<file path="src/tsd_pkg.sv">
// Package for the thermostat schedule decider: field widths, register
// indexes, mode codes, word and configuration structs, window function.
// No dependencies.
package tsd_pkg;

	localparam int TEMP_W     = 12;
	localparam int MIN_W      = 11;
	localparam int CFG_DATA_W = 48;
	localparam int CFG_IDX_W  = 3;
	localparam int WEEKEND_PERIODS = 2;
	localparam int MAX_WEEKDAY_PERIODS = 4;
	localparam int MINUTES_PER_HOUR = 60;

	localparam logic [2:0] DAY_SAT = 3'd6;
	localparam logic [2:0] DAY_SUN = 3'd7;

	typedef enum logic [1:0] {
		MODE_OFF    = 2'd0,
		MODE_WATER  = 2'd1,
		MODE_HEAT   = 2'd2,
		MODE_MANUAL = 2'd3
	} tsd_mode_t;

	typedef enum logic [CFG_IDX_W-1:0] {
		REG_PROGRAM_MODE     = 3'd0,
		REG_WATER_SETPOINT   = 3'd1,
		REG_WATER_CHECK_TEMP = 3'd2,
		REG_WATER_WINDOW     = 3'd3,
		REG_MANUAL_SETPOINT  = 3'd4,
		REG_WEEKDAY_STARTS   = 3'd5,
		REG_WEEKDAY_TEMPS    = 3'd6,
		REG_WEEKEND_SCHEDULE = 3'd7
	} tsd_reg_t;

	typedef struct packed {
		tsd_mode_t                 program_mode;
		logic signed [TEMP_W-1:0]  water_setpoint;
		logic                      water_check_temp;
		logic [2*MIN_W-1:0]        water_window;
		logic signed [TEMP_W-1:0]  manual_setpoint;
		logic [4*MIN_W-1:0]        weekday_starts;
		logic [4*TEMP_W-1:0]       weekday_temps;
		logic [2*MIN_W+2*TEMP_W-1:0] weekend_schedule;
	} tsd_cfg_t;

	typedef struct packed {
		logic signed [TEMP_W-1:0] tank_temp;
		logic signed [TEMP_W-1:0] room_temp;
		logic [2:0]               weekday;
		logic [4:0]               hour;
		logic [5:0]               minute;
	} tsd_sample_t;

	typedef struct packed {
		logic                     heat_on;
		logic signed [TEMP_W-1:0] active_setpoint;
		logic                     setpoint_valid;
	} tsd_result_t;

	// start < end: [start, end); start > end: wraps, end minute included;
	// start == end: never active
	function automatic logic win_active(input logic [MIN_W-1:0] t,
		input logic [MIN_W-1:0] s, input logic [MIN_W-1:0] e);
		logic r;
		if (s < e) begin
			r = (t >= s) && (t < e);
		end else if (s > e) begin
			r = !((t > e) && (t < s));
		end else begin
			r = 1'b0;
		end
		return r;
	endfunction

endpackage

</file>
<file path="src/tsd_if.sv">
// Valid/ready channel interfaces for sample and result words.
// Depends on tsd_pkg for field widths.
interface tsd_sample_if;
	logic                              valid;
	logic                              ready;
	logic signed [tsd_pkg::TEMP_W-1:0] tank_temp;
	logic signed [tsd_pkg::TEMP_W-1:0] room_temp;
	logic [2:0]                        weekday;
	logic [4:0]                        hour;
	logic [5:0]                        minute;

	modport source(output valid, tank_temp, room_temp, weekday, hour, minute,
		input ready);
	modport sink(input valid, tank_temp, room_temp, weekday, hour, minute,
		output ready);
endinterface

interface tsd_result_if;
	logic                              valid;
	logic                              ready;
	logic                              heat_on;
	logic signed [tsd_pkg::TEMP_W-1:0] active_setpoint;
	logic                              setpoint_valid;

	modport source(output valid, heat_on, active_setpoint, setpoint_valid,
		input ready);
	modport sink(input valid, heat_on, active_setpoint, setpoint_valid,
		output ready);
endinterface

</file>
<file path="src/tsd_cfg_regs.sv">
// Configuration register file written through the plain write port.
// Depends on tsd_pkg.
module tsd_cfg_regs (
	input  logic                            clk,
	input  logic                            arst_n,
	input  logic                            cfg_we,
	input  logic [tsd_pkg::CFG_IDX_W-1:0]   cfg_index,
	input  logic [tsd_pkg::CFG_DATA_W-1:0]  cfg_data,
	output tsd_pkg::tsd_cfg_t               cfg
);

	tsd_pkg::tsd_cfg_t cfg_q;

	always_ff @(posedge clk or negedge arst_n) begin
		if (!arst_n) begin
			cfg_q <= '0;
		end else if (cfg_we) begin
			case (tsd_pkg::tsd_reg_t'(cfg_index))
				tsd_pkg::REG_PROGRAM_MODE: begin
					cfg_q.program_mode <= tsd_pkg::tsd_mode_t'(cfg_data[1:0]);
				end
				tsd_pkg::REG_WATER_SETPOINT: begin
					cfg_q.water_setpoint <= cfg_data[tsd_pkg::TEMP_W-1:0];
				end
				tsd_pkg::REG_WATER_CHECK_TEMP: begin
					cfg_q.water_check_temp <= cfg_data[0];
				end
				tsd_pkg::REG_WATER_WINDOW: begin
					cfg_q.water_window <= cfg_data[2*tsd_pkg::MIN_W-1:0];
				end
				tsd_pkg::REG_MANUAL_SETPOINT: begin
					cfg_q.manual_setpoint <= cfg_data[tsd_pkg::TEMP_W-1:0];
				end
				tsd_pkg::REG_WEEKDAY_STARTS: begin
					cfg_q.weekday_starts <= cfg_data[4*tsd_pkg::MIN_W-1:0];
				end
				tsd_pkg::REG_WEEKDAY_TEMPS: begin
					cfg_q.weekday_temps <= cfg_data[4*tsd_pkg::TEMP_W-1:0];
				end
				tsd_pkg::REG_WEEKEND_SCHEDULE: begin
					cfg_q.weekend_schedule <=
						cfg_data[2*tsd_pkg::MIN_W+2*tsd_pkg::TEMP_W-1:0];
				end
				default: begin
				end
			endcase
		end
	end

	assign cfg = cfg_q;

endmodule

</file>
<file path="src/tsd_decide.sv">
// Combinational heat decision for one registered sample.
// Depends on tsd_pkg.
module tsd_decide #(
	parameter int WEEKDAY_PERIODS = 4
) (
	input  tsd_pkg::tsd_cfg_t    cfg,
	input  tsd_pkg::tsd_sample_t smp,
	output tsd_pkg::tsd_result_t res
);

	localparam int MW = tsd_pkg::MIN_W;
	localparam int TW = tsd_pkg::TEMP_W;
	localparam int WE = tsd_pkg::WEEKEND_PERIODS;

	logic [MW-1:0]          t;
	logic                   weekend;
	logic [WEEKDAY_PERIODS-1:0] wd_match;
	logic signed [TW-1:0]   wd_temp [WEEKDAY_PERIODS];
	logic [WE-1:0]          we_match;
	logic signed [TW-1:0]   we_temp [WE];
	logic                   heat_hit;
	logic                   heat_valid;
	logic signed [TW-1:0]   heat_sp;

	assign t = MW'(smp.hour) * MW'(tsd_pkg::MINUTES_PER_HOUR) + MW'(smp.minute);
	assign weekend = (smp.weekday == tsd_pkg::DAY_SAT) ||
		(smp.weekday == tsd_pkg::DAY_SUN);

	always_comb begin
		for (int k = 0; k < WEEKDAY_PERIODS; k++) begin
			wd_match[k] = tsd_pkg::win_active(t, cfg.weekday_starts[MW*k +: MW],
				cfg.weekday_starts[MW*((k == WEEKDAY_PERIODS-1) ? 0 : k+1) +: MW]);
			wd_temp[k] = cfg.weekday_temps[TW*k +: TW];
		end
		for (int k = 0; k < WE; k++) begin
			we_match[k] = tsd_pkg::win_active(t, cfg.weekend_schedule[MW*k +: MW],
				cfg.weekend_schedule[MW*((k == WE-1) ? 0 : k+1) +: MW]);
			we_temp[k] = cfg.weekend_schedule[WE*MW+TW*k +: TW];
		end
	end

	// walk periods in order; stop at first match above the tank temperature
	always_comb begin
		heat_hit   = 1'b0;
		heat_valid = 1'b0;
		heat_sp    = '0;
		if (weekend) begin
			for (int k = 0; k < WE; k++) begin
				if (we_match[k] && !heat_hit) begin
					heat_sp    = we_temp[k];
					heat_valid = 1'b1;
					heat_hit   = smp.tank_temp < we_temp[k];
				end
			end
		end else begin
			for (int k = 0; k < WEEKDAY_PERIODS; k++) begin
				if (wd_match[k] && !heat_hit) begin
					heat_sp    = wd_temp[k];
					heat_valid = 1'b1;
					heat_hit   = smp.tank_temp < wd_temp[k];
				end
			end
		end
	end

	always_comb begin
		res = '0;
		case (cfg.program_mode)
			tsd_pkg::MODE_WATER: begin
				res.heat_on = tsd_pkg::win_active(t, cfg.water_window[MW-1:0],
					cfg.water_window[2*MW-1:MW]) &&
					(!cfg.water_check_temp || (smp.tank_temp < cfg.water_setpoint));
			end
			tsd_pkg::MODE_HEAT: begin
				res.heat_on         = heat_hit;
				res.active_setpoint = heat_sp;
				res.setpoint_valid  = heat_valid;
			end
			tsd_pkg::MODE_MANUAL: begin
				res.heat_on = smp.room_temp < cfg.manual_setpoint;
			end
			default: begin
				res = '0;
			end
		endcase
	end

endmodule

</file>
<file path="src/thermostat_schedule_decider_unit.sv">
// Thermostat schedule decider. Takes one sample word per clock and returns
// one result word for each accepted sample: the sample is registered, the
// heat decision is worked out in one pass of logic from the configuration
// registers, and the result is held in an output register. The only stall is
// back pressure on the result channel; with the result taken every cycle the
// block sustains one word per cycle. Write configuration only while idle.
// Depends on tsd_pkg, tsd_if, tsd_cfg_regs and tsd_decide.
module thermostat_schedule_decider_unit #(
	parameter int WEEKDAY_PERIODS = 4
) (
	input  logic                            clk,
	input  logic                            arst_n,
	input  logic                            cfg_we,
	input  logic [tsd_pkg::CFG_IDX_W-1:0]   cfg_index,
	input  logic [tsd_pkg::CFG_DATA_W-1:0]  cfg_data,
	tsd_sample_if.sink                      sample,
	tsd_result_if.source                    result
);

	tsd_pkg::tsd_cfg_t    cfg;
	tsd_pkg::tsd_sample_t sample_s1;
	tsd_pkg::tsd_result_t dec;
	tsd_pkg::tsd_result_t result_s2;
	logic                 valid_s1;
	logic                 valid_s2;
	logic                 adv_s2;
	logic                 ready_in;

	tsd_cfg_regs u_cfg (
		.clk       (clk),
		.arst_n    (arst_n),
		.cfg_we    (cfg_we),
		.cfg_index (cfg_index),
		.cfg_data  (cfg_data),
		.cfg       (cfg)
	);

	tsd_decide #(
		.WEEKDAY_PERIODS (WEEKDAY_PERIODS)
	) u_decide (
		.cfg (cfg),
		.smp (sample_s1),
		.res (dec)
	);

	assign adv_s2   = !valid_s2 || result.ready;
	assign ready_in = !valid_s1 || adv_s2;

	always_ff @(posedge clk or negedge arst_n) begin
		if (!arst_n) begin
			valid_s1 <= 1'b0;
			valid_s2 <= 1'b0;
		end else begin
			if (ready_in) begin
				valid_s1 <= sample.valid;
			end
			if (adv_s2) begin
				valid_s2 <= valid_s1;
			end
		end
	end

	always_ff @(posedge clk) begin
		if (sample.valid && ready_in) begin
			sample_s1.tank_temp <= sample.tank_temp;
			sample_s1.room_temp <= sample.room_temp;
			sample_s1.weekday   <= sample.weekday;
			sample_s1.hour      <= sample.hour;
			sample_s1.minute    <= sample.minute;
		end
		if (valid_s1 && adv_s2) begin
			result_s2 <= dec;
		end
	end

	assign sample.ready           = ready_in;
	assign result.valid           = valid_s2;
	assign result.heat_on         = result_s2.heat_on;
	assign result.active_setpoint = result_s2.active_setpoint;
	assign result.setpoint_valid  = result_s2.setpoint_valid;

endmodule

</file>
<file path="src/flat_wrapper.sv">
// flat-port wrapper written by rule: the top's interface ports become plain ports
module thermostat_schedule_decider_unit_flat 
#(
	parameter int WEEKDAY_PERIODS = 4
)
  (clk, arst_n, cfg_we, cfg_index, cfg_data, sample_valid, sample_tank_temp, sample_room_temp, sample_weekday, sample_hour, sample_minute, sample_ready, result_valid, result_heat_on, result_active_setpoint, result_setpoint_valid, result_ready);
  tsd_sample_if sample_i ();
  tsd_result_if result_i ();
  input  logic clk;
  input  logic arst_n;
  input  logic cfg_we;
  input  logic [tsd_pkg::CFG_IDX_W-1:0] cfg_index;
  input  logic [tsd_pkg::CFG_DATA_W-1:0] cfg_data;
  input wire logic [$bits(sample_i.valid)-1:0] sample_valid;
  input wire logic [$bits(sample_i.tank_temp)-1:0] sample_tank_temp;
  input wire logic [$bits(sample_i.room_temp)-1:0] sample_room_temp;
  input wire logic [$bits(sample_i.weekday)-1:0] sample_weekday;
  input wire logic [$bits(sample_i.hour)-1:0] sample_hour;
  input wire logic [$bits(sample_i.minute)-1:0] sample_minute;
  output wire logic [$bits(sample_i.ready)-1:0] sample_ready;
  output wire logic [$bits(result_i.valid)-1:0] result_valid;
  output wire logic [$bits(result_i.heat_on)-1:0] result_heat_on;
  output wire logic [$bits(result_i.active_setpoint)-1:0] result_active_setpoint;
  output wire logic [$bits(result_i.setpoint_valid)-1:0] result_setpoint_valid;
  input wire logic [$bits(result_i.ready)-1:0] result_ready;
  assign sample_i.valid = sample_valid;
  assign sample_i.tank_temp = sample_tank_temp;
  assign sample_i.room_temp = sample_room_temp;
  assign sample_i.weekday = sample_weekday;
  assign sample_i.hour = sample_hour;
  assign sample_i.minute = sample_minute;
  assign sample_ready = sample_i.ready;
  assign result_valid = result_i.valid;
  assign result_heat_on = result_i.heat_on;
  assign result_active_setpoint = result_i.active_setpoint;
  assign result_setpoint_valid = result_i.setpoint_valid;
  assign result_i.ready = result_ready;
  thermostat_schedule_decider_unit #(.WEEKDAY_PERIODS(WEEKDAY_PERIODS)) u_core (.clk(clk), .arst_n(arst_n), .cfg_we(cfg_we), .cfg_index(cfg_index), .cfg_data(cfg_data), .sample(sample_i), .result(result_i));
endmodule
</file>
<file path="config.mk">
export PLATFORM = sky130hd
export DESIGN_NAME = thermostat_schedule_decider_unit_flat
export DESIGN_NICKNAME = d
export VERILOG_FILES = /design/src/tsd_pkg.sv /design/src/tsd_if.sv /design/src/tsd_cfg_regs.sv /design/src/tsd_decide.sv /design/src/thermostat_schedule_decider_unit.sv /design/src/flat_wrapper.sv
export SDC_FILE = /design/constraint.sdc
export NUM_CORES = 1
export LEC_CHECK = 0
export BUFFER_PORTS_ARGS = -buffer_cell sky130_fd_sc_hd__buf_2
export CAP_MARGIN = 5
export CORE_MARGIN = 2
export CORE_UTILIZATION = 30
export DETAILED_ROUTE_END_ITERATION = 10
export PLACE_DENSITY = 0.55
export REMOVE_ABC_BUFFERS = 1
export SYNTH_ARGS = -nofsm -noshare
export SYNTH_HDL_FRONTEND = slang
export SYNTH_HIERARCHICAL = 1
export SYNTH_SLANG_ARGS = --single-unit
</file>
<file path="constraint.sdc">
create_clock -name clk -period 6.7 [get_ports clk]
set_clock_uncertainty 0.05 [all_clocks]
set_input_delay 1.005 -clock clk [delete_from_list [all_inputs] [get_ports clk]]
set_output_delay 1.005 -clock clk [all_outputs]
set_load 0.01 [all_outputs]
</file>
# Yosys cells after proc, flatten, opt, wreduce, memory -nomap -nowiden
# Index checks and enable logic that the tools add are counted.
[totals]
reg_bits = 241
inputBits = 94
output_inout_bits = 16
elab_cells = 165
[op_classes]
n_addsub = 1
n_mul = 1
magnitude_cmp = 44
n_eq_ne = 12
mux = 41
n_reduce_logical = 48
[ops]
columns = ["op", "count"]
rows = [
  ["less-than comparator 11 bit", 15],
  ["greater-than comparator 11 bit", 14],
  ["less-than comparator 12 bit", 8],
  ["2-to-1 mux 12 bit", 7],
  ["greater-or-equal comparator 11 bit", 7],
  ["2-to-1 mux 1 bit", 33],
  ["logical AND 1 bit", 21],
  ["equality test 3 bit (second input constant)", 6],
  ["AND reduction 2 bit", 8],
  ["logical NOT 1 bit", 14],
  ["adder 11 x 6 -> 11 bit", 1],
  ["multiplier 5 x 4 -> 9 bit (second input constant)", 1],
  ["equality test 3 x 2 -> 1 bit (second input constant)", 2],
  ["equality test 2 bit (second input constant)", 2],
  ["logical OR 1 bit", 4],
  ["equality test 3 x 1 -> 1 bit (second input constant)", 1],
  ["logical NOT 3 bit", 1],
  ["case mux 1 bit (3 select lines)", 1],
  ["equality test 2 x 1 -> 1 bit (second input constant)", 1],
]

# Longest topological paths before layout
# Gate-level depths: netlist (run 1).
[logic_depth]
word_depth = 22
depth_mapped = 23

# Cells and area by module
# Netlist (run 1), hierarchy kept.
[modules_own_cells]
columns = ["mod", "n_inst", "cells_each", "area_each_um2", "seq_area_each_um2"]
rows = [
  ["tsd_decide", 1, 998, 7633.6, 0.0],
  ["tsd_cfg_regs", 1, 402, 6986.7, 4679.5],
  ["thermostat_schedule_decider_unit", 1, 60, 1665.3, 1611.5],
]

# Worst setup path after synthesis (run 1)
# OpenSTA, ideal clock, no wires.
[synth_path]
kind = "reg-to-reg"
start = "register u_core/sample_s1[6] (netlist name)"
end = "register u_core.result_s2 (netlist bit u_core/result.active_setpoint[10]), data pin"
arrival_ps = 5583
required_ps = 6480
path_slack_ps = 897
path_stages_with_launch = 22
synth_period_minus_slack_ps = 5803
path_cell_list = "edfxtp_1 > fa_1 > inv_1 > fa_1 > fa_1 > inv_1 > ha_1 > o21ai_0 > a21oi_1 > nand2_1 > xnor2_1 > ha_1 > a211oi_2 > nor2_1 > a2111oi_4 > or2b_1 > o21ai_1 > a211o_1 > a211oi_4 > buf_6 > mux2_2 > nor4_2"
[synth_via]
elab_chain_cells = 21
elab_cells_between_ends = 73
classes_between = "add/sub: 1; mul: 1; order compare: 18; mux: 27; reduce/logical: 26"
[synth_rtl]
columns = ["element", "line_no", "text"]
rows = [
  ["start: declaration", "thermostat_schedule_decider_unit.sv:21", "tsd_pkg::tsd_sample_t sample_s1;"],
  ["multiplier 5 x 4 -> 9 bit *", "tsd_decide.sv:25", "assign t = MW'(smp.hour) * MW'(tsd_pkg::MINUTES_PER_HOUR) + MW'(smp.minute);"],
  ["adder 11 x 6 -> 11 bit *", "tsd_decide.sv:25", ""],
  ["greater-than comparator 11 bit / less-than comparator 11 bit (equally long branches)", "tsd_pkg.sv:68, tsd_pkg.sv:66", ""],
  ["logical AND 1 bit", "tsd_pkg.sv:68", "r = !((t > e) && (t < s));"],
  ["logical NOT 1 bit", "tsd_pkg.sv:68", ""],
  ["2-to-1 mux 1 bit", "tsd_pkg.sv:67", "end else if (s > e) begin"],
  ["2-to-1 mux 1 bit", "tsd_pkg.sv:65", "if (s < e) begin"],
  ["2-to-1 mux 1 bit", "tsd_decide.sv:57", "if (wd_match[k] && !heat_hit) begin"],
  ["[... 5 more ...]", "-", ""],
  ["logical NOT 1 bit", "tsd_decide.sv:57", ""],
  ["logical AND 1 bit", "tsd_decide.sv:57", ""],
  ["2-to-1 mux 1 bit", "tsd_decide.sv:57", ""],
  ["2-to-1 mux 1 bit", "tsd_decide.sv:47", "if (weekend) begin"],
  ["logical NOT 1 bit", "tsd_decide.sv:57", ""],
  ["logical AND 1 bit", "tsd_decide.sv:57", ""],
  ["2-to-1 mux 12 bit", "tsd_decide.sv:57", ""],
  ["2-to-1 mux 12 bit *", "tsd_decide.sv:47", ""],
  ["end signal: assignment", "thermostat_schedule_decider_unit.sv:72", "result_s2 <= dec;"],
  ["end: declaration", "thermostat_schedule_decider_unit.sv:23", "tsd_pkg::tsd_result_t result_s2;"],
]
# Every way passes the cells marked *; elsewhere a longest branch is shown, timed or not. The select of a mux whose other input is x is not followed.
# A chain may end at the register's enable or synchronous reset.

# Worst setup path after layout (run 1)
[layout_path]
start = "register u_core/sample_s1[6] (netlist name)"
end = "register u_core.result_s2 (netlist bit u_core/result.active_setpoint[0]), data pin"
# The elaborated chain is that of the path after synthesis.

==> results of run 1 <==
-- what timing repair did --
action | CTS | global route
resized for setup | 0 | 4
buffers inserted | 0 | 1
setup endpoints to repair | 0 | 10
-- per-stage QoR --
| stage | utilization, % | hold slack (ns) | setup WS, ns | total power [W] | cell area (µm²) |
|---|---|---|---|---|---|
| 2_1_floorplan | - | 0.4296 | 0.8110 | 0.004476 | 16060 |
| 3_3_place_gp | 32.97 | 0.4388 | 0.3763 | 0.005707 | 17710 |
| 3_5_place_dp | 32.97 | 0.4433 | 0.3399 | 0.005822 | 17710 |
| 4_1_cts | 34.78 | 0.1877 | 0.2978 | 0.007462 | 18680 |
| 5_1_grt | 34.87 | 0.1912 | 0.02913 | 0.008023 | 18730 |
| 6_report | 34.87 | 0.2116 | 0.2735 | 0.007481 | 18730 |
-- state kept, by name, summed over array words and instances, names as in the netlist --
register                       cells
u_core/u_cfg/cfg                 187
u_core/result.setpoint_valid       1
u_core/sample_s1                  37
u_core/result.active_setpoint     12
u_core/result.heat_on              1
u_core/valid_s1                    1
u_core/result.valid                1
-- layout by cell type, fill, tap and decap left out, types with 19 or more instances in the layout --
cell       instances
dfrtp_1          189
nor2_1            50
nand2_1           28
nand2b_1          19
ha_1             258
buf_2            107
o21ai_0           35
mux2_2           195
a21o_1            32
nand4_1           38
edfxtp_1          51
a21oi_1           54
inv_1            209
buf_4             27
nand3_1           20
clkbuf_16         31
a221oi_1          25
-- area by class of cell --
type / count / share of cell area, %
sequential: 240 / 33.43
clock buffer: 42 / 4.630
clock inverter: 14 / 0.5679
inverter: 209 / 4.189
antenna: 1 / 0.01336
tap: 696 / 4.650
multi-input combinational: 977 / 48.25
timing repair buffer: 138 / 4.263
-- power groups by stage --
stage          combinational (W)  sequential [W]  clock [W]
3_3_place_gp             0.00363         0.00208          0
3_5_place_dp             0.00374         0.00208          0
5_1_grt                  0.00422         0.00210    0.00170
4_1_cts                  0.00376         0.00206    0.00164
2_1_floorplan            0.00249         0.00198          0
6_report                 0.00383         0.00206    0.00159
-- per-layer routing --
layer  up-vias  track usage, %  part of all wire, %
met5         -               0                0.028
met4         2           4.258                  2.7
met3        79           2.297                  5.1
met2       317           26.39                   44
met1      5908           24.46                   48
li1       5613               -                    -
-- final timing paths --
path	endpoint	slack (ns)	cells after the start
worst min-delay path	u_core/u_cfg/cfg[120]	0.21	1
worst min register to register	u_core/u_cfg/cfg[2]	0.45	1
worst max register to register	u_core/result.active_setpoint[0]	0.27	20
worst max-delay path	u_core/result.active_setpoint[0]	0.27	20
max in group asynchronous	u_core/u_cfg/cfg[145]	5.13	2
min in group clk	u_core/u_cfg/cfg[2]	0.45	1
-- worst max-delay path, stage by stage, from the launching register on --
cell and delay (ns):
edfxtp_1 0.44, fa_1 0.58, inv_1 0.06, fa_1 0.47
fa_1 0.49, inv_1 0.04, ha_1 0.31, o21ai_0 0.13
and3_1 0.20, nor2_1 0.53, ha_1 0.39, a21oi_2 0.16
o21ai_2 0.08, a2111oi_4 0.45, or2b_1 0.15, o21ai_1 0.05
a211o_1 0.41, a311oi_2 0.28, buf_4 0.22, a221oi_1 0.11
nor4_1 0.52
==> results.tsv, run 1 <==
stage	metric	value	unit
outcome	status	complete, no violations	
yosys	syn avg cell area	11.14	µm²
final_layout	Layout area overhead	15.20	%
sta	Slew @ Worst Pin	1.095	ns
setup_path	Max FO, Critical Path	12	
cts	clock slew at reported path FFs	0.06	ns
sta	max_slew headroom	26.98	%
pwr	Switch Pwr	0.003078	W
cts	Worst-Skew Late Latency	0.56	ns
sta	RSZ-0062 raised after global routing	false	
route	WL per Instance	20.34	µm
final_layout	final net count	1956	
yosys	Mapped Area	16260	µm²
final_layout	Cell Count, Final, Fillers Out	2317	
route	Initial DRC Count	802	
floorplanning	total core area	53710	µm²
setup_path	kind of end point of the critical path	register	
route	drt drc	0	
floorplanning	IO Count	110	
pwr	Peak supply drop	0.2765	mV
pwr	Pwr Density	399.5	nW/µm²
job	max_cap viols	0	
sta	fin crit period	6.426	ns
cts	# hold bufs at CTS	0	
place	Final HPWL DP	35330	µm
setup_path	Crit path required time	6.94	ns
yosys	Mapped Cells	1459	
pwr	Clock Power Share	21.2	%
cts	Num CTS Buffers	30	
grt	GRT Total Usage	16.87	%
floorplanning	die width	236.8	µm
route	via count	11920	
hold_path	Hold WC Path Type	in -> async	
setup_path	Critical Path AT	6.67	ns
sta	TNS Setup	0	ns
cts	CTS tree	yes	
route	DR pass1 iterations	5	
pwr	Seq pwr share	27.5	%
pwr	P_int	0.004402	W
setup_path	r2r startpoint	u_core/sample_s1[6]	
sta	Final Setup Violations	0	
grt	GR Overflow Total	0	
setup_path	crit path launch	u_core/sample_s1[6]	
pwr	Comb power frac	51.3	%
grt	initial antenna violation count	5	
setup_path	Startpoint Class	register	
setup_path	WS Path Type	reg -> reg	
place	placer congestion estimate	0.8675	
final_layout	area of the multi-input gates	9036	µm²
route	DRT Wirelength	47120	µm
place	Inst Count DP	2258	
cts	CTS HTree Levels	1	
sta	period utilisation layout	95.92	%
floorplanning	Starting Density	30.27	%
route	Routed Antenna Nets	0	
grt	largest net degree at the start of global routing	185	
route	Vias per Instance	5.144	
sta	fin. max-slew vios	0	
final_layout	filler instances	5346	
sta	final hold violations	0	
cts	clock root cell	clkbuf_16	
pwr	switch share	41.15	%
final_layout	layout cell share with drive strength beyond 1	25.80	%
yosys	synth warn	6	
pwr	leakage	8.811	nW
floorplanning	Die ar.	56060	µm²
cts	CTS max path bufs	3	
grt	first-pass GRT wire length	72970	µm
place	I/O Buffers	108	
cts	clk sinks	240	
grt	vias in the first global route	12200	
sta	max frequency	155.6	MHz
final_layout	Sequential Area	6261	µm²
floorplanning	Die H	236.8	µm
floorplanning	row cnt	85	
No activity file was read; power rests on OpenSTA's default activity.
==> run 2, diff against run 1 <==
Clock period 6.7 ns to 7.3 ns, I/O delays scaled along.
==> results.tsv, run 2 (same netlist as run 1, synthesis figures left out) <==
stage	metric	value	unit	change
place	Final HPWL DP	35330	µm	about the same
setup_path	crit path to	u_core/result.active_setpoint[1]		was u_core/result.active_setpoint[0]
pwr	Peak supply drop	0.2278	mV	was 0.2765 mV
job	max_cap viols	0		unchanged
hold_path	Hold WC Path Type	reg -> reg		was in -> async
final_layout	filler instances	5343		was 5346
route	WL per Instance	20.42	µm	was 20.34 µm
setup_path	crit path launch	u_core/sample_s1[6]		unchanged
sta	period utilisation layout	92.69	%	was 95.92%
setup_path	CP peak stage delay	0.61	ns	was 0.58 ns
route	drt drc	0		unchanged
setup_path	Startpoint Class	register		unchanged
hold_path	beginning of the worst hold path	u_core/u_cfg/cfg[184]		
cts	Worst-Skew Late Latency	0.58	ns	was 0.56 ns
floorplanning	Die ar.	56060	µm²	unchanged
setup_path	Critical Path AT	7.07	ns	was 6.67 ns
grt	largest net degree at the start of global routing	80		was 185
grt	GRT Total Usage	16.62	%	was 16.87%
floorplanning	total core area	53710	µm²	unchanged
cts	clock slew at reported path FFs	0.06	ns	about the same
place	I/O Buffers	108		unchanged
route	via count	11810		was 11920
cts	CTS HTree Levels	1		unchanged
sta	fin crit period	6.767	ns	was 6.426 ns
setup_path	CP Cell Sequence	fa_1, inv_1, fa_1, fa_1, inv_1, ha_1, o21ai_0, and3_1, nor2_1, ha_1, a21oi_2, o21ai_2, a2111oi_4, nand4_1, nand4b_2, o22ai_4, a211oi_4, buf_4, mux2_2, nor4_2		was fa_1, inv_1, fa_1, fa_1, inv_1, ha_1, o21ai_0, and3_1, nor2_1, ha_1, a21oi_2, o21ai_2, a2111oi_4, or2b_1, o21ai_1, a211o_1, a311oi_2, buf_4, a221oi_1, nor4_1
cts	CTS max path bufs	3		unchanged
route	DRT Wirelength	47030	µm	was 47120 µm
sta	Final Setup Violations	0		unchanged
cts	number of gates resized after CTS	0		unchanged
route	Vias per Instance	5.130		was 5.144
sta	fin. max-slew vios	0		unchanged
sta	WHS	0.4559	ns	was 0.2116 ns
setup_path	critical path buffer and inverter count	3		unchanged
setup_path	crit-path most repeated cell	fa_1		unchanged
setup_path	Top delay family on crit path	adder cells		unchanged
final_layout	Layout area overhead	14.24	%	was 15.20%
cts	Num CTS Buffers	29		was 30
final_layout	max FFs per register	187		unchanged
route	Initial DRC Count	738		was 802
place	placer congestion estimate	0.8752		was 0.8675
floorplanning	IO Count	110		unchanged
sta	RSZ-0062 raised after global routing	false		unchanged
final_layout	layout cell share with drive strength beyond 1	24.92	%	was 25.80%
setup_path	Reg2Reg Depth	20		unchanged
setup_path	Critical Path Stages	20		unchanged
grt	initial antenna violation count	4		was 5
setup_path	kind of end point of the critical path	register		unchanged
route	DR pass1 iterations	5		unchanged
route	Routed Antenna Nets	0		unchanged
cts	clk sinks	240		unchanged
floorplanning	Die H	236.8	µm	unchanged
cts	# hold bufs at CTS	0		unchanged
pwr	leakage	8.719	nW	was 8.811 nW
setup_path	r2r startpoint	u_core/sample_s1[6]		unchanged
grt	first-pass GRT wire length	71500	µm	was 72970 µm
final_layout	final instance area	18570	µm²	was 18730 µm²
grt	met2 Resource Use GR	26.23	%	was 26.39%
grt	met3 track demand over resource	2.262	%	was 2.297%
sta	final hold violations	0		unchanged
setup_path	R2R Setup Slk	0.53	ns	was 0.27 ns
grt	GR Overflow Total	0		unchanged
place	Placed Area	17620	µm²	was 17710 µm²
grt	gr busiest metal	met2		unchanged
sta	Slew @ Worst Pin	0.9233	ns	was 1.095 ns
grt	Global Route met1 Usage	24.10	%	was 24.46%
setup_path	WS Path Type	reg -> reg		unchanged
sta	max_slew headroom	38.45	%	was 26.98%
floorplanning	row cnt	85		unchanged
final_layout	final net count	1943		was 1956
cts	CTS tree	yes		unchanged
final_layout	commonest non-fill, non-tap cells in the layout	258 x ha_1, 209 x inv_1, 195 x mux2_2		unchanged
final_layout	commonest non-fill, non-tap cell in the layout	ha_1		unchanged
sta	max frequency	147.8	MHz	was 155.6 MHz
cts	clock root cell	clkbuf_16		unchanged
setup_path	Crit path required time	7.61	ns	was 6.94 ns
floorplanning	die width	236.8	µm	unchanged
setup_path	Max FO, Critical Path	14		was 12
setup_path	reg2reg end	u_core/result.active_setpoint[1]		was u_core/result.active_setpoint[0]
outcome	status	complete, no violations		unchanged
pwr	Pwr Density	358.8	nW/µm²	was 399.5 nW/µm²
floorplanning	Starting Density	30.27	%	unchanged
setup_path	Crit-path slowest cell	a211oi_4		was fa_1
sta	TNS Setup	0	ns	unchanged
cts	postcts setup bufs	0		unchanged
grt	vias in the first global route	11970		was 12200
[run 2: cell count changes in the layout (fill, tap and decap cells not counted), sizes merged]
cell	previous run	this run
inv	211	210
clkbuf	43	44
diode	1	2
clkinv	10	7
buf	137	125
[run 2: per-stage QoR]
step                      power [W]  utilization (%)  setup WS (ns)  cells
after floorplan            0.004109                -          1.411   1426
after global placement     0.005082            32.81         0.7216   2248
after detailed placement   0.005201            32.81         0.6256   2248
after CTS                  0.006663            34.57         0.5900   2301
after global routing       0.007145            34.57         0.1591   2302
final                      0.006663            34.58         0.5335   2303
[run 2: worst min-delay path by stage]
stage,cells after the start,slack [ns],end
after floorplan,1,0.43,u_core/u_cfg/cfg[162]
after global placement,1,0.44,u_core/u_cfg/cfg[145]
after detailed placement,1,0.44,u_core/u_cfg/cfg[7]
after CTS,1,0.46,u_core/u_cfg/cfg[7]
after global routing,1,0.46,u_core/u_cfg/cfg[7]
final,1,0.46,u_core/u_cfg/cfg[184]
[run 2: worst register-to-register path, delay by kind of cell, from the launching register on]
kind / cells / cell delay, ns
fa+ha+maj: 5 / 2.25
compound gates: 6 / 1.65
simple gates: 5 / 1.41
flops: 1 / 0.44
buf+inv: 3 / 0.38
mux: 1 / 0.36
[run 2: per-layer routing]
layer	share of wire (%)	routed length, µm	vias up
li1	-	-	5583
met4	2.3	1101	2
met1	49	22940	5856
met2	44	20830	312
met3	4.6	2147	61
met5	0.028	13	-
[run 2: power breakdown]
group	leakage [nW]	internal [W]	switching [W]	total (W)
Clock	0.467	0.000841	0.000589	0.00143
Combinational	5.49	0.00139	0.00195	0.00334
Sequential	2.76	0.00165	0.000237	0.00189
[run 2: layout make-up]
type                            instances  area (µm²)  area share, %
Multi-Input combinational cell        977        9019          48.56
Sequential cell                       240        6261          33.72
Tap cell                              696       870.8          4.689
Clock buffer                           43       849.6          4.575
Inverter                              209       784.5          4.224
Timing Repair Buffer                  126       684.4          3.685
Clock inverter                         10       96.34         0.5188
Antenna cell                            2       5.005        0.02695
